`src/rtl/assert_macros.svh`:
```
// Assertion helpers shared by the RTL. Every check is clocked by clk and off in reset.
`ifndef ASSERT_MACROS_SVH
`define ASSERT_MACROS_SVH

// Same-cycle implication.
`define ASSERT_IMPL(label, ante, cons) \
  label: assert property (@(posedge clk) disable iff (rst) (ante) |-> (cons)) \
    else $error("assertion failed");

// Next-cycle implication.
`define ASSERT_NEXT(label, ante, cons) \
  label: assert property (@(posedge clk) disable iff (rst) (ante) |=> (cons)) \
    else $error("assertion failed");

`endif

```
`src/rtl/lmf_pkg.sv`:
```
package lmf_pkg;

  localparam int MAX_SAMPLES = 1048576;
  localparam int IDX_CAP     = 65536;

  localparam int FORCE_W  = 24;
  localparam int ANGLE_W  = 16;
  localparam int CFG_W    = 16;
  localparam int MASS_W   = 32;
  localparam int COUNT_W  = 21;
  localparam int INDEX_W  = 17;
  localparam int SUM_W    = 52;
  localparam int STATUS_W = 2;
  localparam int REG_IDX_W = 2;

  localparam int MUL_W       = 32;
  localparam int MUL_CNT_W   = $clog2(MUL_W);
  localparam int DIV_W       = 60;
  localparam int DIV_SHORT_W = 32;
  localparam int DIVISOR_W   = 33;
  localparam int DIV_CNT_W   = $clog2(DIV_W);

  localparam logic signed [17:0] ANG_PI      = 18'sd25736;
  localparam logic signed [17:0] ANG_TWO_PI  = 18'sd51472;
  localparam logic        [14:0] ANG_HALF_PI = 15'd12868;
  localparam logic        [14:0] ANG_PI_U    = 15'd25736;
  localparam logic        [30:0] Q30_ONE     = 31'h4000_0000;
  localparam int HORNER_STAGES = 5;

  localparam logic [CFG_W-1:0] SKIP_RESET    = 16'd1000;
  localparam logic [CFG_W-1:0] OFFSET_RESET  = 16'd4342;
  localparam logic [CFG_W-1:0] GRAVITY_RESET = 16'd40182;

  typedef enum logic [REG_IDX_W-1:0] {
    REG_SKIP    = 2'd0,
    REG_OFFSET  = 2'd1,
    REG_GRAVITY = 2'd2
  } reg_idx_t;

  typedef enum logic [STATUS_W-1:0] {
    STATUS_OK    = 2'd0,
    STATUS_EMPTY = 2'd1,
    STATUS_SAT   = 2'd2
  } status_t;

  typedef struct packed {
    logic start;
    logic short_op;
  } div_req_t;

  typedef struct packed {
    logic busy;
    logic done;
  } unit_stat_t;

  // Divisors of the Taylor series, innermost term first.
  function automatic logic [DIVISOR_W-1:0] horner_div(input logic [2:0] stage);
    logic [DIVISOR_W-1:0] k;
    case (stage)
      3'd0:    k = 33'd90;
      3'd1:    k = 33'd56;
      3'd2:    k = 33'd30;
      3'd3:    k = 33'd12;
      default: k = 33'd2;
    endcase
    return k;
  endfunction

endpackage

```
`src/rtl/lmf_serial_div.sv`:
```
module lmf_serial_div import lmf_pkg::*; (
  input  logic                 clk,
  input  logic                 rst,
  input  div_req_t             req,
  input  logic [DIV_W-1:0]     dividend,
  input  logic [DIVISOR_W-1:0] divisor,
  output logic [DIV_W-1:0]     quo,
  output unit_stat_t           stat
);

  logic [DIV_CNT_W-1:0] cnt;
  logic [DIV_CNT_W-1:0] last_cnt;
  logic [DIVISOR_W-1:0] dsr;
  logic [DIVISOR_W-1:0] rem;
  logic [DIVISOR_W+1:0] trial;

  // Restoring division, one quotient bit per cycle. A short run handles a
  // dividend of DIV_SHORT_W bits that has been moved to the top of the word.
  assign trial = {1'b0, rem, quo[DIV_W-1]} - {2'b0, dsr};

  always_ff @(posedge clk) begin
    if (rst) begin
      stat <= '0;
      cnt  <= '0;
    end else begin
      stat.done <= stat.busy && !req.start && (cnt == last_cnt);
      if (req.start) begin
        stat.busy <= 1'b1;
        cnt       <= '0;
        last_cnt  <= req.short_op ? DIV_CNT_W'(DIV_SHORT_W - 1) : DIV_CNT_W'(DIV_W - 1);
      end else if (stat.busy) begin
        cnt <= cnt + 1'b1;
        if (cnt == last_cnt) begin
          stat.busy <= 1'b0;
        end
      end
    end
  end

  always_ff @(posedge clk) begin
    if (req.start) begin
      dsr <= divisor;
      rem <= '0;
      quo <= req.short_op ? (dividend << (DIV_W - DIV_SHORT_W)) : dividend;
    end else if (stat.busy) begin
      if (trial[DIVISOR_W+1]) begin
        rem <= {rem[DIVISOR_W-2:0], quo[DIV_W-1]};
        quo <= {quo[DIV_W-2:0], 1'b0};
      end else begin
        rem <= trial[DIVISOR_W-1:0];
        quo <= {quo[DIV_W-2:0], 1'b1};
      end
    end
  end

endmodule

```
`config.mk`:
```
export PLATFORM = sky130hd
export DESIGN_NAME = lmf_serial_div
export DESIGN_NICKNAME = d
export VERILOG_FILES = /design/src/rtl/assert_macros.svh /design/src/rtl/lmf_pkg.sv /design/src/rtl/lmf_serial_div.sv
export SDC_FILE = /design/constraint.sdc
export NUM_CORES = 1
export LEC_CHECK = 0
export BUFFER_PORTS_ARGS = -buffer_cell sky130_fd_sc_hd__clkbuf_2
export CAP_MARGIN = 30
export CORE_MARGIN = 2
export CORE_UTILIZATION = 55
export DETAILED_ROUTE_END_ITERATION = 7
export PLACE_DENSITY_LB_ADDON = 0.25
export SETUP_SLACK_MARGIN = 0.4
export SLEW_MARGIN = 20
export SYNTH_ARGS = -nofsm -noshare
export SYNTH_HDL_FRONTEND = slang
export SYNTH_SLANG_ARGS = --single-unit
```
`constraint.sdc`:
```
create_clock -name clk -period 3.3 [get_ports clk]
set_input_delay 0.165 -clock clk [delete_from_list [all_inputs] [get_ports clk]]
set_output_delay 0.165 -clock clk [all_outputs]
set_load 0.01 [all_outputs]
```
==> impl_metrics.yaml, run 1 <==
run_status:
  status: "complete, no violations"
logic_synthesis:
  synth_most_common_cell: "edfxtp_1"
  synth-edff-count: 95
  synthCells: 753
  syn_nets: 885
  ys_ff_latch: 136
  ys_types: 57
  ys_seq_area_frac: 0.492
  synth_flop_cell: "edfxtp_1"
  synth_common_cells: "edfxtp_1, inv_1, nor2_1"
  yosysTopAreaCellShare: 0.382
  yosys.area.top_type: "edfxtp_1"
  async_reset_ff_frac: 0
  netlist_top_cells_area: "edfxtp_1, dfxtp_1, mux2i_1, ha_1, a21oi_1"
  synth.avg_cell_area_um2: 9.91
  syn-cell-area_um2: 7470
  yosys_warnings: 0
critical_path:
  crit_chain: "inv_1 -> ha_2 -> inv_2 -> fa_2 -> a21o_1 -> a221oi_4 -> o211ai_2 -> a31o_4 -> a31oi_4 -> buf_6 -> o211a_4 -> buf_6 -> buf_4 -> o21ai_2"
  worstSetupPathType: "reg -> reg"
  start_kind: "register"
  arrival_ns: 3.20
  r2r_end: "quo[0]"
  rr_worst_depth: 14
  cp_max_fo: 5
  worst_setup_path_end_kind: "register"
  r2r_setup_slack_ns: 0.26
  slowest_stage: "edfxtp_1"
  slowest_delay_ns: 0.39
  regToRegStartpoint: "quo[59]"
  cpMostUsedCell: "buf_6"
  worstPathRequired_ns: 3.46
min_path:
  holdPathStages: 3
  min_path_type: "in -> reg"
  holdPathEnd: "quo[4]"
  hold_start: "dividend[4]"
grt:
  antenna_found_initial: 0
  gr-total-overflow: 0
  grt_max_degree: 70
  grt_pass1_vias: 6450
  grt_use_total: 0.268
  grt_pass1_wl_um: 30900
clock_tree:
  cts_num_sinks: 136
  cts_made_buffers: 17
  cts_tree: "done"
  root_buffer: "clkbuf_16"
  cts_buffer_depth: 2
  clkTransAtPathRegs_ns: 0.06
  h-tree-depth: 4
  clk_latency_ns: 0.42
route:
  drcViolationCount: 0
  antenna_left: 0
  first_pass_iters: 5
  routedWlPerCell_um: 17.4
  vias: 6572
  drt_iter0_drc: 543
  viasPerCell: 5.70
  wirelength_um: 20100
sta:
  period_needed_ns: 3.04
  skew_ns: 0.00641
  period_share: 0.921
  rsz0062_at_grt: "true"
  setup_tns_ns: 0
  worst_pin_slew_ns: 0.794
  setup_slack_ns: 0.261
  slew_viol_final: 0
  max_freq_ghz: 0.329
  maxSlewHeadroom: 0.471
  hold_violations: 0
  setup_viol: 0
final_layout:
  diodes: 0
  nFillCells: 914
  syn_to_final_growth_pct: 30.9
  final_nets: 1095
  drive_above_1_share: 0.269
floorplan:
  start_util: 0.564
  pin_count: 159
  die_x_um: 121
  core_um2: 13200
  die_area_um2: 14500
  rows: 42
  fp.dieH_um: 121
power:
  p_leak_nw: 4.34
  powerDensity_nw_per_um2: 482
  vdd_ir_drop_max_mv: 0.358
placement:
  numPortBuffers: 158
  dp_hpwl_um: 12900
  pre_cts_slack_ns: 0.158
  gp_congestion: 0.918
flow_run:
  maxCapViolCount: 0
power breakdown:
part / internal [W] / total [W] / switching [W]
logic: 0.000347 / 0.000831 / 0.000484
clock network: 0.00113 / 0.00182 / 0.000691
registers: 0.00199 / 0.00206 / 0.0000738
total: 0.00346 / 0.00471 / 0.00125
registers in the layout (all words and copies together) (netlist names):
signal and count:
last_cnt 2, rem 33, dsr 33, stat 2, quo 60, cnt 6
cell type report:
cell class / count / area (um2) / share of cell area
Tap cell: 176 / 220 / 0.0225
Multi-Input combinational cell: 505 / 3520 / 0.360
Inverter: 73 / 274 / 0.0280
Sequential cell: 136 / 3670 / 0.376
Timing Repair Buffer: 230 / 1520 / 0.155
Clock buffer: 24 / 502 / 0.0513
Clock inverter: 8 / 68.8 / 0.00704
how the worst max path moves through the flow:
stage,cells after the start,start,to,slack (ns)
after global placement,13,quo[59],rem[20],0.27
after floorplan,13,quo[59],quo[0],0.43
after detailed placement,13,quo[59],rem[6],0.16
after global routing,14,quo[59],rem[16],0.10
after CTS,13,quo[59],rem[32],0.33
final,14,quo[59],quo[0],0.26
metrics by stage:
stage                     power (W)  hold WS, ns  area, um2  cells   util
after global routing        0.00489       0.0499       9770   1152  0.738
final                       0.00471       0.0369       9770   1152  0.738
after CTS                   0.00468       0.0240       9550   1140  0.721
after global placement      0.00279        0.342       8390   1060  0.634
after detailed placement    0.00282        0.344       8390   1060  0.634
after floorplan             0.00255        0.237       7470    753      -
critical path: cells and delay by family, from the launching register on:
| family | cells | cell delay (ns) |
|---|---|---|
| AO/OA/AOI/OAI | 7 | 1.32 |
| adder cells (fa/ha/maj) | 2 | 0.51 |
| buffers and inverters | 5 | 0.55 |
| flip-flops | 1 | 0.39 |
cell usage in the layout, fill, tap and decap left out, types with 11 or more instances in the layout:
master and n:
a211oi_1 12, dlygate4sd3_1 34, buf_4 28, xor2_1 14, dfxtp_1 41, nand3_1 11
inv_1 71, a21o_1 14, nor2_1 71, xnor2_1 20, a21oi_1 56, clkbuf_16 18
nand2_1 62, ha_1 33, clkbuf_2 157, o21ai_0 43, mux2i_1 46, edfxtp_1 95
routing by layer:
metal	vias to the layer above	GRT usage	wire, um
li1	3117	-	-
met1	3139	0.326	8030
met2	262	0.457	10200
met3	54	0.0637	1230
met4	0	0.110	618
met5	-	0	0
logic make-up after synthesis:
logic type	share of synthesized area
adders and majority gates	0.0597
buffers and inverters	0.0608
DFF	0.492
AOI/OAI and AO/OA	0.168
muxes	0.0650
and+or+nand+nor	0.114
xor gates and xnor gates	0.0399
what timing repair did:
item,4_1_cts,5_1_grt
hold buffers,34,0
resized for setup,23,27
endpoints found under the hold margin,34,0
endpoints found under the setup margin,34,34
cloned,3,0
setup buffers,11,12
pin swaps,21,23
No activity file was read; power rests on OpenSTA's default activity.
==> run 2, diff against run 1 <==
--- a/config.mk
+++ b/config.mk
@@ -5,12 +5,14 @@
 export SDC_FILE = /design/constraint.sdc
 export NUM_CORES = 1
 export LEC_CHECK = 0
-export BUFFER_PORTS_ARGS = -buffer_cell sky130_fd_sc_hd__clkbuf_2
+export ABC_CLOCK_PERIOD_IN_PS = 3300
 export CAP_MARGIN = 30
 export CORE_MARGIN = 2
-export CORE_UTILIZATION = 55
+export CORE_UTILIZATION = 64
 export DETAILED_ROUTE_END_ITERATION = 7
+export DONT_BUFFER_PORTS = 1
 export PLACE_DENSITY_LB_ADDON = 0.25
+export REMOVE_ABC_BUFFERS = 1
 export SETUP_SLACK_MARGIN = 0.4
 export SLEW_MARGIN = 20
 export SYNTH_ARGS = -nofsm -noshare
==> run 2 against run 1 <==
Compared with the run above:
- count of clock-buffer cells in the layout down 1
- register-to-register slack lost 0.15 ns
- via count is 3.3% lower
- clock power rose by 12%
- sequential power grew 3%
- utilization is 7.8 points higher
- die area down 14%
- routed wire length up 4.5%
- combinational power is 18% lower
==> impl_metrics.yaml, run 2 (synthesis results as in run 1) <==
critical_path:
  worst_setup_path_end_kind: "register"
  arrival_ns: 3.51
  rr_worst_depth: 13
  r2r_end: "rem[20]"
  cp_max_fo: 2
  start_kind: "register"
  worstPathRequired_ns: 3.63
  worstSetupPathType: "reg -> reg"
  r2r_setup_slack_ns: 0.11
  regToRegStartpoint: "quo[59]"
power:
  powerDensity_nw_per_um2: 519
  p_leak_nw: 3.84
  swShare: 0.261
  p_sw_w: 0.00126
  vdd_ir_drop_max_mv: 0.708
  comb_power_share: 0.141
  p_int_w: 0.00357
  pwr-share-clk: 0.421
  seq_power_share: 0.438
placement:
  gp_congestion: 0.907
  dp_cells: 869
  dp_hpwl_um: 11400
  numPortBuffers: 0
final_layout:
  stdcell_count: 987
  max_flop_register: "quo"
  syn_to_final_growth_pct: 24.8
  final_cell_mix: "edfxtp_1, inv_1, nor2_1"
  final_nets: 963
  final_common_cell: "edfxtp_1"
  diodes: 0
  largest_registers: "quo (60), dsr (33), rem (33)"
  largest_register_ff_count: 60
  nFillCells: 643
  drive_above_1_share: 0.118
route:
  first_pass_iters: 5
  drt_iter0_drc: 516
  drcViolationCount: 0
  antenna_left: 0
  wirelength_um: 21000
  viasPerCell: 6.44
  vias: 6357
  routedWlPerCell_um: 21.3
sta:
  rsz0062_at_grt: "true"
  skew_ns: 0.0101
  hold_violations: 0
  period_needed_ns: 3.19
  timing.hold.ws_ns: 0.00612
  maxSlewHeadroom: 0.359
  max_freq_ghz: 0.314
  worst_pin_slew_ns: 0.958
  period_share: 0.965
  slew_viol_final: 0
  setup_viol: 0
clock_tree:
  clk_latency_ns: 0.43
  cts_num_sinks: 136
  cts_tree: "done"
  root_buffer: "clkbuf_16"
  clkTransAtPathRegs_ns: 0.06
  cts_buffer_depth: 2
  h-tree-depth: 4
  cts_made_buffers: 17
grt:
  grt_max_degree: 117
  grt_pass1_vias: 6419
  grt_use_total: 0.317
  antenna_found_initial: 0
  grt_pass1_wl_um: 31500
  gr-total-overflow: 0
flow_run:
  maxCapViolCount: 0
min_path:
  holdPathEnd: "cnt[0]"
  hold_start: "rst"
  holdPathStages: 2
  min_path_type: "in -> reg"
floorplan:
  die_area_um2: 12500
  pin_count: 159
  start_util: 0.654
  fp.dieH_um: 112
  die_x_um: 112
  rows: 39
  core_um2: 11400
run_status:
  status: "complete, no violations"
[run 2: cell count changes in the layout (fill, tap and decap cells not counted), moves of 2 or more]
cell,previous run,this run
a32oi_1,7,4
a32oi_2,1,4
buf_4,28,16
bufinv_16,1,3
clkbuf_16,18,20
clkbuf_2,157,0
clkinv_2,4,1
clkinv_4,0,2
dlygate4sd3_1,34,70
inv_6,0,2
nand3_1,11,8
nand3_4,0,2
[run 2: per-stage QoR]
step                      area (um2)   util  power, W   TNS (ns)  worst slack [ns]
after floorplan                 7290      -   0.00252          0            0.0825
after global placement          7560  0.662   0.00263          0             0.215
after detailed placement        7560  0.662   0.00265          0             0.142
after CTS                       9050  0.793   0.00478          0             0.322
after global routing            9310  0.816   0.00498  -0.000630         -0.000630
final                           9310  0.816   0.00483          0             0.114
[run 2: worst max path at each step]
stage,startpoint,endpoint,slack (ns)
3_3_place_gp,quo[59],quo[0],0.21
6_report,quo[59],rem[20],0.11
2_1_floorplan,quo[59],rem[0],0.08
3_5_place_dp,quo[59],quo[0],0.14
5_1_grt,quo[59],rem[20],-0.0006
4_1_cts,quo[59],rem[24],0.32
[run 2: worst max-delay path, stage by stage (launching register included)]
cell	delay, ns
edfxtp_1	0.38
inv_1	0.07
ha_2	0.17
inv_2	0.04
fa_2	0.35
a21o_1	0.23
a221oi_4	0.33
buf_4	0.19
o21ai_2	0.07
a221o_1	0.34
a41o_1	0.29
xor2_1	0.23
mux2i_1	0.16
a211oi_1	0.26
[run 2: metal layers]
layer  routed length, um  GRT usage  vias to the layer above
met4                 763      0.126                        0
met5                   0          0                        -
met1                7750      0.377                     2992
met2               10400      0.541                      421
met3                2120     0.0947                       78
li1                    -          -                     2866
[run 2: power by group through the flow]
stage | Sequential [W] | Combinational (W) | Clock, W
final | 0.00212 | 0.000682 | 0.00203
after global routing | 0.00213 | 0.000737 | 0.00212
after floorplan | 0.00212 | 0.000396 | 0
after CTS | 0.00211 | 0.000624 | 0.00204
after detailed placement | 0.00214 | 0.000509 | 0
after global placement | 0.00214 | 0.000489 | 0
[run 2: final cells by class]
cell class | count | area [um2] | share of cell area
clock buffer | 23 | 498 | 0.0535
sequential | 136 | 3670 | 0.394
timing repair buffer | 98 | 1030 | 0.111
clock inverter | 9 | 138 | 0.0148
multi-input combinational | 505 | 3520 | 0.378
tap | 143 | 179 | 0.0192
inverter | 73 | 274 | 0.0294
[run 2: what timing repair did]
action / 4_1_cts / 5_1_grt
hold endpoints to repair: 144 / 0
hold buffers: 71 / 0
endpoints found under the setup margin: 34 / 34
pin swaps: 11 / 25
cloned: 1 / 3
gates resized for setup: 13 / 35
buffers inserted: 6 / 5
