--- src/rtl/assert_macros.svh ---
// Assertion helpers shared by the RTL. Every check is clocked by clk and off in reset.
`ifndef ASSERT_MACROS_SVH
`define ASSERT_MACROS_SVH

// Same-cycle implication.
`define ASSERT_IMPL(label, ante, cons) \
  label: assert property (@(posedge clk) disable iff (rst) (ante) |-> (cons)) \
    else $error("assertion failed");

// Next-cycle implication.
`define ASSERT_NEXT(label, ante, cons) \
  label: assert property (@(posedge clk) disable iff (rst) (ante) |=> (cons)) \
    else $error("assertion failed");

`endif

--- src/rtl/lmf_pkg.sv ---
package lmf_pkg;

  localparam int MAX_SAMPLES = 1048576;
  localparam int IDX_CAP     = 65536;

  localparam int FORCE_W  = 24;
  localparam int ANGLE_W  = 16;
  localparam int CFG_W    = 16;
  localparam int MASS_W   = 32;
  localparam int COUNT_W  = 21;
  localparam int INDEX_W  = 17;
  localparam int SUM_W    = 52;
  localparam int STATUS_W = 2;
  localparam int REG_IDX_W = 2;

  localparam int MUL_W       = 32;
  localparam int MUL_CNT_W   = $clog2(MUL_W);
  localparam int DIV_W       = 60;
  localparam int DIV_SHORT_W = 32;
  localparam int DIVISOR_W   = 33;
  localparam int DIV_CNT_W   = $clog2(DIV_W);

  localparam logic signed [17:0] ANG_PI      = 18'sd25736;
  localparam logic signed [17:0] ANG_TWO_PI  = 18'sd51472;
  localparam logic        [14:0] ANG_HALF_PI = 15'd12868;
  localparam logic        [14:0] ANG_PI_U    = 15'd25736;
  localparam logic        [30:0] Q30_ONE     = 31'h4000_0000;
  localparam int HORNER_STAGES = 5;

  localparam logic [CFG_W-1:0] SKIP_RESET    = 16'd1000;
  localparam logic [CFG_W-1:0] OFFSET_RESET  = 16'd4342;
  localparam logic [CFG_W-1:0] GRAVITY_RESET = 16'd40182;

  typedef enum logic [REG_IDX_W-1:0] {
    REG_SKIP    = 2'd0,
    REG_OFFSET  = 2'd1,
    REG_GRAVITY = 2'd2
  } reg_idx_t;

  typedef enum logic [STATUS_W-1:0] {
    STATUS_OK    = 2'd0,
    STATUS_EMPTY = 2'd1,
    STATUS_SAT   = 2'd2
  } status_t;

  typedef struct packed {
    logic start;
    logic short_op;
  } div_req_t;

  typedef struct packed {
    logic busy;
    logic done;
  } unit_stat_t;

  // Divisors of the Taylor series, innermost term first.
  function automatic logic [DIVISOR_W-1:0] horner_div(input logic [2:0] stage);
    logic [DIVISOR_W-1:0] k;
    case (stage)
      3'd0:    k = 33'd90;
      3'd1:    k = 33'd56;
      3'd2:    k = 33'd30;
      3'd3:    k = 33'd12;
      default: k = 33'd2;
    endcase
    return k;
  endfunction

endpackage

--- src/rtl/lmf_serial_mul.sv ---
module lmf_serial_mul import lmf_pkg::*; (
  input  logic                 clk,
  input  logic                 rst,
  input  logic                 start,
  input  logic [MUL_W-1:0]     op_a,
  input  logic [MUL_W-1:0]     op_b,
  output logic [2*MUL_W-1:0]   prod,
  output unit_stat_t           stat
);

  logic [MUL_CNT_W-1:0] cnt;
  logic [MUL_W-1:0]     mcand;
  logic [MUL_W:0]       upper_sum;

  // One multiplier bit per cycle: add into the upper half, then shift right.
  assign upper_sum = {1'b0, prod[2*MUL_W-1:MUL_W]} + (prod[0] ? {1'b0, mcand} : '0);

  always_ff @(posedge clk) begin
    if (rst) begin
      stat <= '0;
      cnt  <= '0;
    end else begin
      stat.done <= stat.busy && !start && (cnt == MUL_CNT_W'(MUL_W - 1));
      if (start) begin
        stat.busy <= 1'b1;
        cnt       <= '0;
      end else if (stat.busy) begin
        cnt <= cnt + 1'b1;
        if (cnt == MUL_CNT_W'(MUL_W - 1)) begin
          stat.busy <= 1'b0;
        end
      end
    end
  end

  always_ff @(posedge clk) begin
    if (start) begin
      mcand <= op_a;
      prod  <= {{MUL_W{1'b0}}, op_b};
    end else if (stat.busy) begin
      prod <= {upper_sum, prod[MUL_W-1:1]};
    end
  end

endmodule

--- config.mk ---
export PLATFORM = sky130hd
export DESIGN_NAME = lmf_serial_mul
export DESIGN_NICKNAME = d
export VERILOG_FILES = /design/src/rtl/assert_macros.svh /design/src/rtl/lmf_pkg.sv /design/src/rtl/lmf_serial_mul.sv
export SDC_FILE = /design/constraint.sdc
export NUM_CORES = 1
export LEC_CHECK = 0
export BUFFER_PORTS_ARGS = -buffer_cell sky130_fd_sc_hd__clkbuf_2
export CORE_MARGIN = 5
export CORE_UTILIZATION = 50
export CTS_CLUSTER_DIAMETER = 50
export DETAILED_ROUTE_END_ITERATION = 8
export PLACE_DENSITY = 0.73
export SLEW_MARGIN = 20
export SYNTH_ARGS = -nofsm -noshare
export SYNTH_HDL_FRONTEND = slang
export SYNTH_SLANG_ARGS = --single-unit
export TNS_END_PERCENT = 10
--- constraint.sdc ---
create_clock -name clk -period 4.15 [get_ports clk]
set_clock_uncertainty 0.15 [all_clocks]
set_input_delay 0.415 -clock clk [delete_from_list [all_inputs] [get_ports clk]]
set_output_delay 0.415 -clock clk [all_outputs]
set_load 0.05 [all_outputs]
==> results.txt, run 1 <==
P per Cell Area: 387 mW/mm^2
DRT iter0 DRCs: 226
# clock sinks: 103
syn avg cell area: 11.2 um^2
Root Driver: clkbuf_8
EDFF count, synth: 64
Total Wirelength: 11800 um
number of global-route vias before repair: 4117
CTS tree: done
Post-DP Area: 0.00628 mm^2
crit-path leading delay family: compound AO/OA/AOI/OAI gates
most frequent cells in the layout: clkbuf_2, edfxtp_1, nand2_1, dfxtp_1, a21oi_1
P&R area growth vs syn: 17.9%
final cycle utilization of the critical path: 77.4%
R2R Path End: prod[57]$_SDFFE_PP0P_
pin count of the biggest net entering global routing: 56
first-pass iteration count of the detailed router: 5
CTS Buffer Depth: 2
Initial Utilization: 50.8%
Mapped Cells: 492
Worst Setup End Kind: flop
fin nets: 722
share of layout cells above drive strength 1: 31.7%
drt wl/cell: 15.5 um
# diodes: 0
synthesized flop and latch total: 103
H-tree depth: 3
Worst Path Arrival: 3.30 ns
Slew HR: 45.8%
vias per std cell: 5.37
Post-CTS Repair Setup Buffers: 0
worst hold endpoint: mcand[29]$_DFFE_PP_
GR Util All Layers: 18.7%
Die Y: 115 um
run status: finished, final reports clean
CP max stage delay: 0.59 ns
minimum clock period: 3.21 ns
register area share after synthesis: 49.3%
fraction of registers with async set/reset: 0%
Die X: 115 um
CTS clk-pin slew, worst paths: 0.11 ns
leakage: 0.00279 uW
final setup fails: 0
Port-buffer cells: 132
syn_nets: 594
layout filler cell count: 927
Hold Buf Count CTS: 0
Slew @ Worst Pin: 0.813 ns
post-layout instance area: 0.00647 mm^2
Min-Delay Path Depth: 1
FF-to-FF setup slack: 0.94 ns
multi-input logic area: 0.00268 mm^2
worst min path class: input pin to flop
remaining design rule violation count: 0
HP Start: op_a[29]
CORE AREA: 0.0108 mm^2
commonest non-fill, non-tap cell in the layout: clkbuf_2
Fmax: 311 MHz
CTS Buf Count: 9
Crit Path Max Fanout: 15
synth warn: 0
register area: 0.00270 mm^2
Worst R2R Start: prod[0]$_DFFE_PP_
CP required: 4.24 ns
worst setup path class: flop to flop
Die ar.: 0.0132 mm^2
first-pass GRT wire length: 19900 um
WP buf/inv: 0
Slew Limit Fails: 0
FP Rows: 38
Max rail drop VDD: 0.303 mV
initial antenna violation count: 0
post-synth cell types: 51
# resized after CTS: 0
Critical Path, Cell by Cell: and2_1 -> ha_1 -> fa_1 -> a21o_1 -> a221oi_2 -> or3_4 -> a31o_2 -> o211ai_2 -> a31oi_1 -> xnor2_1 -> o21ai_0
slowest cell on the critical path: edfxtp_1
Hold Vio Cnt, Final: 0
max-cap violations: 0
setup TNS: 0 ns
reg2reg path depth: 11
Vias: 4109
Worst setup SP type: flop
post-synthesis instance area: 0.00549 mm^2
Post-DRT Antenna Nets: 0
Top FF cell, synth: edfxtp_1
Final Wtd Congestion: 0.876
RSZ-0062 raised after global routing: false
Clock Latency Late Sink: 0.38 ns
Overflow after GRT: 0
post-detail-place hpwl: 8810 um
Top-Level Pins: 133
cells in the mapped netlist (all sizes together) (4+ instances only):
| cell | instances | share of area [%] |
|---|---|---|
| xnor2 | 15 | 2.4 |
| nand3 | 10 | 1.0 |
| buf | 6 | 0.46 |
| nand2 | 39 | 2.7 |
| and2 | 35 | 4.0 |
| nor3 | 11 | 1.0 |
| a21o | 11 | 1.5 |
| a21oi | 36 | 3.3 |
| dfxtp | 39 | 14 |
| mux2i | 13 | 2.4 |
| clkbuf | 14 | 0.96 |
| o21bai | 7 | 1.1 |
| nor2 | 22 | 1.5 |
| nand4 | 6 | 0.80 |
| ha | 34 | 7.8 |
| a211oi | 5 | 0.78 |
| edfxtp | 64 | 35 |
| mux2 | 32 | 6.6 |
| inv | 8 | 0.55 |
| a31oi | 4 | 1.0 |
| o21ai | 32 | 2.9 |
| xor2 | 17 | 2.7 |
worst register-to-register path, stage by stage (launching register included):
cell and delay [ns]:
edfxtp_1 0.59, and2_1 0.23, ha_1 0.22, fa_1 0.41, a21o_1 0.21, a221oi_2 0.33, or3_4 0.23, a31o_2 0.18
o211ai_2 0.09, a31oi_1 0.21, xnor2_1 0.13, o21ai_0 0.08
stage by stage:
stage	hold slack, ns	worst slack (ns)	total power, uW	cells	util, %
after floorplan	0.337	1.10	1750	492	-
after global placement	0.312	1.05	1910	749	58.2
after detailed placement	0.321	0.959	1920	749	58.2
after CTS	0.0207	0.940	2530	765	59.9
after global routing	0.00860	0.649	2640	765	59.9
final	0.0462	0.939	2500	765	59.9
worst max-delay path by stage:
stage                                 start                     to  slack (ns)  cells after the start
after floorplan           prod[0]$_DFFE_PP_  prod[53]$_SDFFE_PP0P_        1.10                     11
after global placement    prod[0]$_DFFE_PP_  prod[53]$_SDFFE_PP0P_        1.05                     11
after detailed placement  prod[0]$_DFFE_PP_  prod[53]$_SDFFE_PP0P_        0.96                     11
after CTS                 prod[0]$_DFFE_PP_  prod[53]$_SDFFE_PP0P_        0.94                     11
after global routing      prod[0]$_DFFE_PP_  prod[53]$_SDFFE_PP0P_        0.65                     11
final                     prod[0]$_DFFE_PP_  prod[57]$_SDFFE_PP0P_        0.94                     11
cell type report:
type,count,area share [%]
inverter,8,0.464
clock buffer,9,1.91
timing repair buffer,137,10.8
sequential,103,41.8
multi-input combinational,361,41.4
tap,140,2.71
clock inverter,7,0.928
flip-flops by register name, summed over array words and instances, names as in the netlist:
signal	cells
prod	64
mcand	32
cnt	5
stat	2
kinds of logic (layout without fill, tap and decap cells):
kind of cell | count (synthesis) | in the layout | share of synthesized area (%)
AOI/OAI and AO/OA | 115 | 115 | 14.2
DFF | 103 | 103 | 49.3
xor gates and xnor gates | 32 | 32 | 5.11
and+or+nand+nor | 134 | 134 | 12.4
muxes | 45 | 45 | 8.94
buffers and inverters | 28 | 161 | 1.96
adders and majority gates | 35 | 35 | 8.12
power by group:
group          switching (uW)  total [uW]  internal (uW)
registers                48.7        1230           1180
logic                     448         662            214
clock network             375         607            232
routing by layer:
metal | global-route usage (%) | wire [um]
met1 | 23.9 | 5060
met3 | 5.58 | 717
met4 | 5.63 | 169
met5 | 0 | 0
met2 | 30.9 | 5910
Power figures use the tool's default switching activity.
==> inputs of run 2 (changes only) <==
--- a/config.mk
+++ b/config.mk
@@ -5,12 +5,13 @@
 export SDC_FILE = /design/constraint.sdc
 export NUM_CORES = 1
 export LEC_CHECK = 0
+export ABC_AREA = 1
 export BUFFER_PORTS_ARGS = -buffer_cell sky130_fd_sc_hd__clkbuf_2
 export CORE_MARGIN = 5
 export CORE_UTILIZATION = 50
 export CTS_CLUSTER_DIAMETER = 50
 export DETAILED_ROUTE_END_ITERATION = 8
-export PLACE_DENSITY = 0.73
+export PLACE_DENSITY = 0.72
 export SLEW_MARGIN = 20
 export SYNTH_ARGS = -nofsm -noshare
 export SYNTH_HDL_FRONTEND = slang
==> constraint.sdc (replaced) <==
create_clock -name clk -period 3.3 [get_ports clk]
set_clock_uncertainty 0.15 [all_clocks]
set_input_delay 0.33 -clock clk [delete_from_list [all_inputs] [get_ports clk]]
set_output_delay 0.33 -clock clk [all_outputs]
set_load 0.05 [all_outputs]
==> run 2 against run 1 <==
Net effect:
- maximum frequency grew 20%
- sequential share of layout area decreased by 6.4 points
- non-clock buffer count is 22 higher
- via count is 44% higher
- clock power up 81%
- synthesized cell count rose by 84%
- core utilization rose by 2.8 points
- final cell count up 61%
- register-to-register slack worse by 0.31 ns
==> results.txt, run 2 <==
Root Driver: clkbuf_16
max-cap violations: 0 (unchanged)
Vias: 5919 (+44%)
FP Rows: 40 (+5.3%)
number of global-route vias before repair: 5718 (+39%)
register area share after synthesis: 43.1% (-6.1 points)
# diodes: 0 (unchanged)
worst setup path class: flop to flop
Fmax: 374 MHz (+20%)
P per Cell Area: 450 mW/mm^2 (+16%)
main area contributors after synthesis: edfxtp_1, nand2_1, dfxtp_1
Max rail drop VDD: 0.366 mV (+21%)
initial antenna violation count: 0 (unchanged)
Slew HR: 32.9% (-13 points)
post-synthesis instance area: 0.00627 mm^2 (+14%)
Clock Latency Late Sink: 0.35 ns (-0.03 ns)
Hold Vio Cnt, Final: 0 (unchanged)
post-detail-place hpwl: 12700 um (+44%)
setup TNS: 0 ns (unchanged)
CTS Buffer Depth: 2 (unchanged)
Reg with most FFs: prod
Die Y: 122 um (+6.3%)
layout filler cell count: 1153 (+24%)
run status: finished, final reports clean
Die ar.: 0.0149 mm^2 (+13%)
most frequent cells in the layout: nand2_1, inv_1, clkbuf_2
pre-CTS setup slack: 0.659 ns (-0.300 ns)
CTS Buf Count: 9 (unchanged)
DRT iter0 DRCs: 427 (+89%)
CTS clk-pin slew, worst paths: 0.07 ns (-0.04 ns)
Worst Path Arrival: 2.77 ns (-0.53 ns)
synth warn: 0 (unchanged)
CORE AREA: 0.0122 mm^2 (+13%)
post-synth cell types: 27 (-47%)
synthesized flop and latch total: 103 (unchanged)
Post-DRT Antenna Nets: 0 (unchanged)
internal power: 2300 uW (+41%)
register share of total power: 45.3% (-4.0 points)
Worst Setup End Kind: flop
GR Util All Layers: 22.9% (+4.2 points)
EDFF count, synth: 64 (unchanged)
Final Wtd Congestion: 0.900 (+2.7%)
cell accounting for the most synthesized area: edfxtp_1
Overflow after GRT: 0 (unchanged)
Top FF cell, synth: edfxtp_1
share of the synthesized area in the top cell type: 30.7% (-4.4 points)
share of layout cells above drive strength 1: 15.7% (-16 points)
Initial Utilization: 51.5% (+0.70 points)
RSZ-0062 raised after global routing: false
CTS tree: done
Top-Level Pins: 133 (unchanged)
minimum clock period: 2.67 ns (-0.539 ns)
first-pass GRT wire length: 26900 um (+35%)
Slew @ Worst Pin: 1.01 ns (+0.192 ns)
Net Sw Frac: 33.0% (-1.9 points)
CP required: 3.40 ns (-0.84 ns)
Total Wirelength: 16500 um (+39%)
# clock sinks: 103 (unchanged)
register area: 0.00270 mm^2 (unchanged)
Hold Buf Count CTS: 21 (+21)
most frequent cell after synthesis: nand2_1
syn avg cell area: 6.93 um^2 (-38%)
Crit Path Max Fanout: 16 (+1)
first-pass iteration count of the detailed router: 5 (unchanged)
NetSw: 1130 uW (+30%)
drt wl/cell: 13.4 um (-13%)
H-tree depth: 3 (unchanged)
clock share of power: 32.0% (+7.7 points)
final setup fails: 0 (unchanged)
vias per std cell: 4.81 (-10%)
syn_nets: 1007 (+70%)
worst min path class: input pin to flop
pin count of the biggest net entering global routing: 53 (-5.4%)
commonest non-fill, non-tap cell in the layout: nand2_1
Synth top cells by count: nand2_1, inv_1, edfxtp_1
fraction of registers with async set/reset: 0% (unchanged)
PnR worst setup slack: 0.628 ns (-0.311 ns)
Top Registers: prod (64), mcand (32), cnt (5)
Slew Limit Fails: 0 (unchanged)
fin nets: 1160 (+61%)
multi-input logic area: 0.00292 mm^2 (+9.3%)
# resized after CTS: 0 (unchanged)
Mapped Cells: 905 (+84%)
Worst setup SP type: flop
P&R area growth vs syn: 21.8%
final cycle utilization of the critical path: 81.0% (+3.6 points)
Die X: 122 um (+6.3%)
Port-buffer cells: 132 (unchanged)
Largest register FFs: 64 (unchanged)
Post-CTS Repair Setup Buffers: 0 (unchanged)
remaining design rule violation count: 0 (unchanged)
leakage: 0.00437 uW (+57%)
Comb pwr share: 22.8% (-3.7 points)
run 2: cell count changes in the layout (fill, tap and decap cells not counted), moves of 10 or more:
cell / previous run / this run
xor2_1: 17 / 0
nand3_1: 9 / 39
nand2_1: 39 / 418
o21ai_0: 25 / 15
dlygate4sd3_1: 0 / 22
nor2_1: 22 / 48
inv_1: 8 / 151
xnor2_1: 15 / 0
mux2_2: 32 / 0
mux2i_1: 13 / 0
and2_1: 35 / 0
run 2: routing by layer:
layer,wire [um],vias to the layer above,share of wire (%),track usage (%)
met4,230,0,1.4,6.37
met2,7550,186,46,37.5
li1,-,3119,-,-
met5,0,-,0,0
met1,7580,2598,46,30.5
met3,1150,16,7.0,5.43
run 2: stage by stage:
| step | power, uW | cell area (um^2) | hold WS (ns) | utilization (%) | cells |
|---|---|---|---|---|---|
| final | 3430 | 7630 | 0.00886 | 62.8 | 1231 |
| after global routing | 3580 | 7630 | 0.0000736 | 62.8 | 1231 |
| after CTS | 3450 | 7620 | 0.00158 | 62.7 | 1230 |
| after detailed placement | 2340 | 7110 | 0.315 | 58.5 | 1193 |
| after global placement | 2330 | 7110 | 0.307 | 58.5 | 1193 |
| after floorplan | 2110 | 6270 | 0.258 | - | 905 |
run 2: logic make-up (layout without fill, tap and decap cells):
group / Yosys count / count (layout) / share of synthesized area, %
buffers and inverters: 168 / 326 / 10.3
AOI/OAI and AO/OA: 64 / 64 / 5.45
DFF: 103 / 103 / 43.1
adders and majority gates: 35 / 35 / 7.11
and+or+nand+nor: 535 / 535 / 34.1
run 2: power groups by stage:
stage	logic [uW]	registers, uW	clock network [uW]
detailed placement	759	1580	0
CTS	780	1550	1110
global route	855	1560	1160
global placement	746	1580	0
floorplan	315	1800	0
finish	782	1550	1100
run 2: final timing paths:
kind              slack (ns)                     to                start  cells after the start
setup / recovery        0.63  prod[51]$_SDFFE_PP0P_    prod[0]$_DFFE_PP_                     12
hold / removal         0.009    mcand[12]$_DFFE_PP_             op_a[12]                      1
setup reg to reg        0.63  prod[51]$_SDFFE_PP0P_    prod[0]$_DFFE_PP_                     12
hold reg to reg         0.33    cnt[4]$_SDFFE_PP0P_  cnt[4]$_SDFFE_PP0P_                      2
run 2: area by class of cell:
type                    count  share of cell area, %
well taps                 168                   2.75
multi-input cells         634                   38.3
repair buffers            159                   12.2
inverters                 151                   7.43
clock buffers              11                   3.05
clock inverters             5                  0.852
flip-flops and latches    103                   35.4
run 2: worst max-delay path: stages (launching register included):
cell      delay [ns]
edfxtp_1        0.63
nand2_1         0.15
inv_1           0.05
ha_1            0.23
fa_1            0.46
nand3_1         0.12
nand3_1         0.15
nand3_1         0.13
nand3_2         0.14
nand3_1         0.13
nand3_1         0.09
nand3_1         0.11
nand2_1         0.05
==> inputs of run 3 (changes only) <==
--- a/config.mk
+++ b/config.mk
@@ -11,7 +11,7 @@
 export CORE_UTILIZATION = 50
 export CTS_CLUSTER_DIAMETER = 50
 export DETAILED_ROUTE_END_ITERATION = 8
-export PLACE_DENSITY = 0.72
+export PLACE_DENSITY = 0.75
 export SLEW_MARGIN = 20
 export SYNTH_ARGS = -nofsm -noshare
 export SYNTH_HDL_FRONTEND = slang
==> constraint.sdc (replaced) <==
create_clock -name clk -period 2.25 [get_ports clk]
set_clock_uncertainty 0.15 [all_clocks]
set_input_delay 0.225 -clock clk [delete_from_list [all_inputs] [get_ports clk]]
set_output_delay 0.225 -clock clk [all_outputs]
set_load 0.05 [all_outputs]
==> run 3 against run 2 <==
Net effect:
- the run now ends with setup timing left
- clock power rose by 43%
- hold slack improved by 0.0073 ns
- cell area rose by 19%
- sequential power rose by 48%
- non-clock buffer count rose by 68
- core utilization rose by 12 points
- via count rose by 9.9%
==> results.txt, run 3 (synthesis gave the netlist of run 2 again) <==
run status: finished, violations left
failing checks: setup timing
Worst R2R Start: prod[0]$_DFFE_PP_
Worst Path Arrival: 2.44 ns (-0.33 ns)
Die X: 122 um (unchanged)
Critical Path, Cell by Cell: buf_6 -> buf_12 -> nand2_1 -> inv_1 -> ha_4 -> nand2_4 -> inv_2 -> nand2_4 -> nor3_2 -> nand2_2 -> nand2_4 -> nand2_2 -> nand2_2 -> nand2_2 -> nand3_2 -> nand2_1
first-pass GRT wire length: 29900 um (+11%)
Vias: 6507 (+9.9%)
Port-buffer cells: 132 (unchanged)
CTS Buffer Depth: 2 (unchanged)
Levels on crit path: 16 (+4)
number of global-route vias before repair: 6145 (+7.5%)
Root Driver: clkbuf_16
Final Wtd Congestion: 0.946 (+5.1%)
post-detail-place hpwl: 13300 um (+4.7%)
FF-to-FF setup slack: -0.09 ns (-0.72 ns)
reg2reg path depth: 16 (+4)
WP buf/inv: 4 (+3)
crit-path leading delay family: simple AND/OR/NAND/NOR gates
Top-Level Pins: 133 (unchanged)
setup TNS: -0.742 ns (-0.742 ns)
Post-DP Area: 0.00754 mm^2 (+6.0%)
# diodes: 0 (unchanged)
CP required: 2.35 ns (-1.05 ns)
worst hold endpoint: prod[0]$_DFFE_PP_
R2R Path End: prod[61]$_SDFFE_PP0P_
worst setup path class: flop to flop
PnR worst setup slack: -0.0872 ns (-0.715 ns)
DP Cell Count: 1212 (+1.6%)
Min-Delay Path Depth: 3 (+2)
CTS Buf Count: 9 (unchanged)
Slew @ Worst Pin: 0.670 ns (-0.335 ns)
Max rail drop VDD: 0.436 mV (+19%)
slowest cell on the critical path: edfxtp_1
post-layout util: 74.9% (+12 points)
Die ar.: 0.0149 mm^2 (unchanged)
Largest register FFs: 64 (unchanged)
most frequent cells in the layout: nand2_1, clkbuf_2, inv_1
remaining design rule violation count: 0 (unchanged)
minimum clock period: 2.34 ns (-0.335 ns)
CP Launch Point: prod[0]$_DFFE_PP_
pin count of the biggest net entering global routing: 43 (-19%)
HP Start: op_b[0]
leakage: 0.00481 uW (+10%)
Post-DRT Antenna Nets: 0 (unchanged)
Clock Latency Late Sink: 0.36 ns (about the same)
Hold Vio Cnt, Final: 0 (unchanged)
share of layout cells above drive strength 1: 31.6% (+16 points)
H-tree depth: 3 (unchanged)
post-layout instance area: 0.00911 mm^2 (+19%)
# clock sinks: 103 (unchanged)
register area: 0.00270 mm^2 (unchanged)
max-cap violations: 0 (unchanged)
multi-input logic area: 0.00375 mm^2 (+28%)
worst hold slack: 0.0161 ns (+0.00727 ns)
layout filler cell count: 878 (-24%)
Reg with most FFs: prod
worst min path class: input pin to flop
CP max stage delay: 0.39 ns (-0.24 ns)
final cell count without fillers: 1299 (+5.5%)
Total Wirelength: 19800 um (+20%)
vias per std cell: 5.01 (+4.2%)
RSZ-0062 raised after global routing: true
first-pass iteration count of the detailed router: 5 (unchanged)
Slew Limit Fails: 0 (unchanged)
DRT iter0 DRCs: 415 (-2.8%)
Slew HR: 55.2% (+22 points)
Top Registers: prod (64), mcand (32), cnt (5)
Worst Setup End Kind: flop
FP Rows: 40 (unchanged)
CTS tree: done
drt wl/cell: 15.3 um (+14%)
fin nets: 1228 (+5.9%)
GR Util All Layers: 25.5% (+2.6 points)
Fmax: 428 MHz (+14%)
CTS clk-pin slew, worst paths: 0.07 ns (about the same)
Initial Utilization: 51.5% (unchanged)
Crit Path Max Fanout: 8 (-8)
Worst setup SP type: flop
initial antenna violation count: 0 (unchanged)
Die Y: 122 um (unchanged)
final setup fails: 16 (+16)
Overflow after GRT: 0 (unchanged)
CORE AREA: 0.0122 mm^2 (unchanged)
P per Cell Area: 596 mW/mm^2 (+32%)
commonest non-fill, non-tap cell in the layout: nand2_1
Critical Path Most Common Cell: nand2_2
P&R area growth vs syn: 45.4%
final cycle utilization of the critical path: 104% (+23 points)
==> run 3: cell types whose count changed in the layout (fill, tap and decap cells not counted), sizes merged <==
cell | before | now
dlygate4sd3 | 22 | 57
bufinv | 1 | 0
clkinvlp | 2 | 1
buf | 5 | 35
clkbuf | 143 | 146
clkinv | 0 | 2
==> run 3: report_power, final <==
group | switching, uW | leakage [uW] | internal [uW]
Combinational | 999 | 0.00370 | 562
Clock | 751 | 0.000145 | 823
Sequential | 117 | 0.000959 | 2180
Total | 1870 | 0.00481 | 3560
==> run 3: how the worst max path moves through the flow <==
stage | endpoint | slack, ns
after floorplan | prod[61]$_SDFFE_PP0P_ | -0.06
after global placement | prod[41]$_SDFFE_PP0P_ | -0.05
after detailed placement | prod[41]$_SDFFE_PP0P_ | -0.09
after CTS | prod[59]$_SDFFE_PP0P_ | -0.05
after global routing | prod[52]$_SDFFE_PP0P_ | -0.18
final | prod[61]$_SDFFE_PP0P_ | -0.09
==> run 3: layer usage <==
metal / global-route usage [%] / up-vias / part of all wire (%)
met5: 0 / - / 0
met4: 8.75 / 0 / 2.6
met3: 4.92 / 40 / 8.1
met2: 42.6 / 278 / 48
met1: 33.2 / 2942 / 41
li1: - / 3247 / -
==> run 3: cell type report <==
type	count	share of cell area, %
Tap cell	168	2.31
Multi-Input combinational cell	634	41.2
Timing Repair Buffer	227	17.4
Inverter	151	6.29
Clock inverter	5	0.426
Clock buffer	11	2.77
Sequential cell	103	29.6
==> run 3: metrics by stage <==
| stage | total power (uW) | setup slack [ns] |
|---|---|---|
| global route | 5640 | -0.183 |
| CTS | 5200 | -0.0506 |
| floorplan | 3190 | -0.0637 |
| global placement | 3550 | -0.0485 |
| detailed placement | 3570 | -0.0920 |
| finish | 5430 | -0.0872 |
==> run 3: repair_timing <==
item | in CTS | in global routing
cloned | 0 | 4
pin swaps | 0 | 45
hold endpoints to repair | 57 | 0
buffers inserted | 0 | 10
hold buffers | 57 | 0
resized for setup | 4 | 157
setup endpoints to repair | 12 | 26
==> run 3: worst reg2reg max path: stages (launching register included) <==
cell and delay (ns):
edfxtp_1 0.39, buf_6 0.18, buf_12 0.15, nand2_1 0.06
inv_1 0.06, ha_4 0.31, nand2_4 0.07, inv_2 0.08
nand2_4 0.06, nor3_2 0.21, nand2_2 0.11, nand2_4 0.12
nand2_2 0.07, nand2_2 0.06, nand2_2 0.05, nand3_2 0.06
nand2_1 0.05
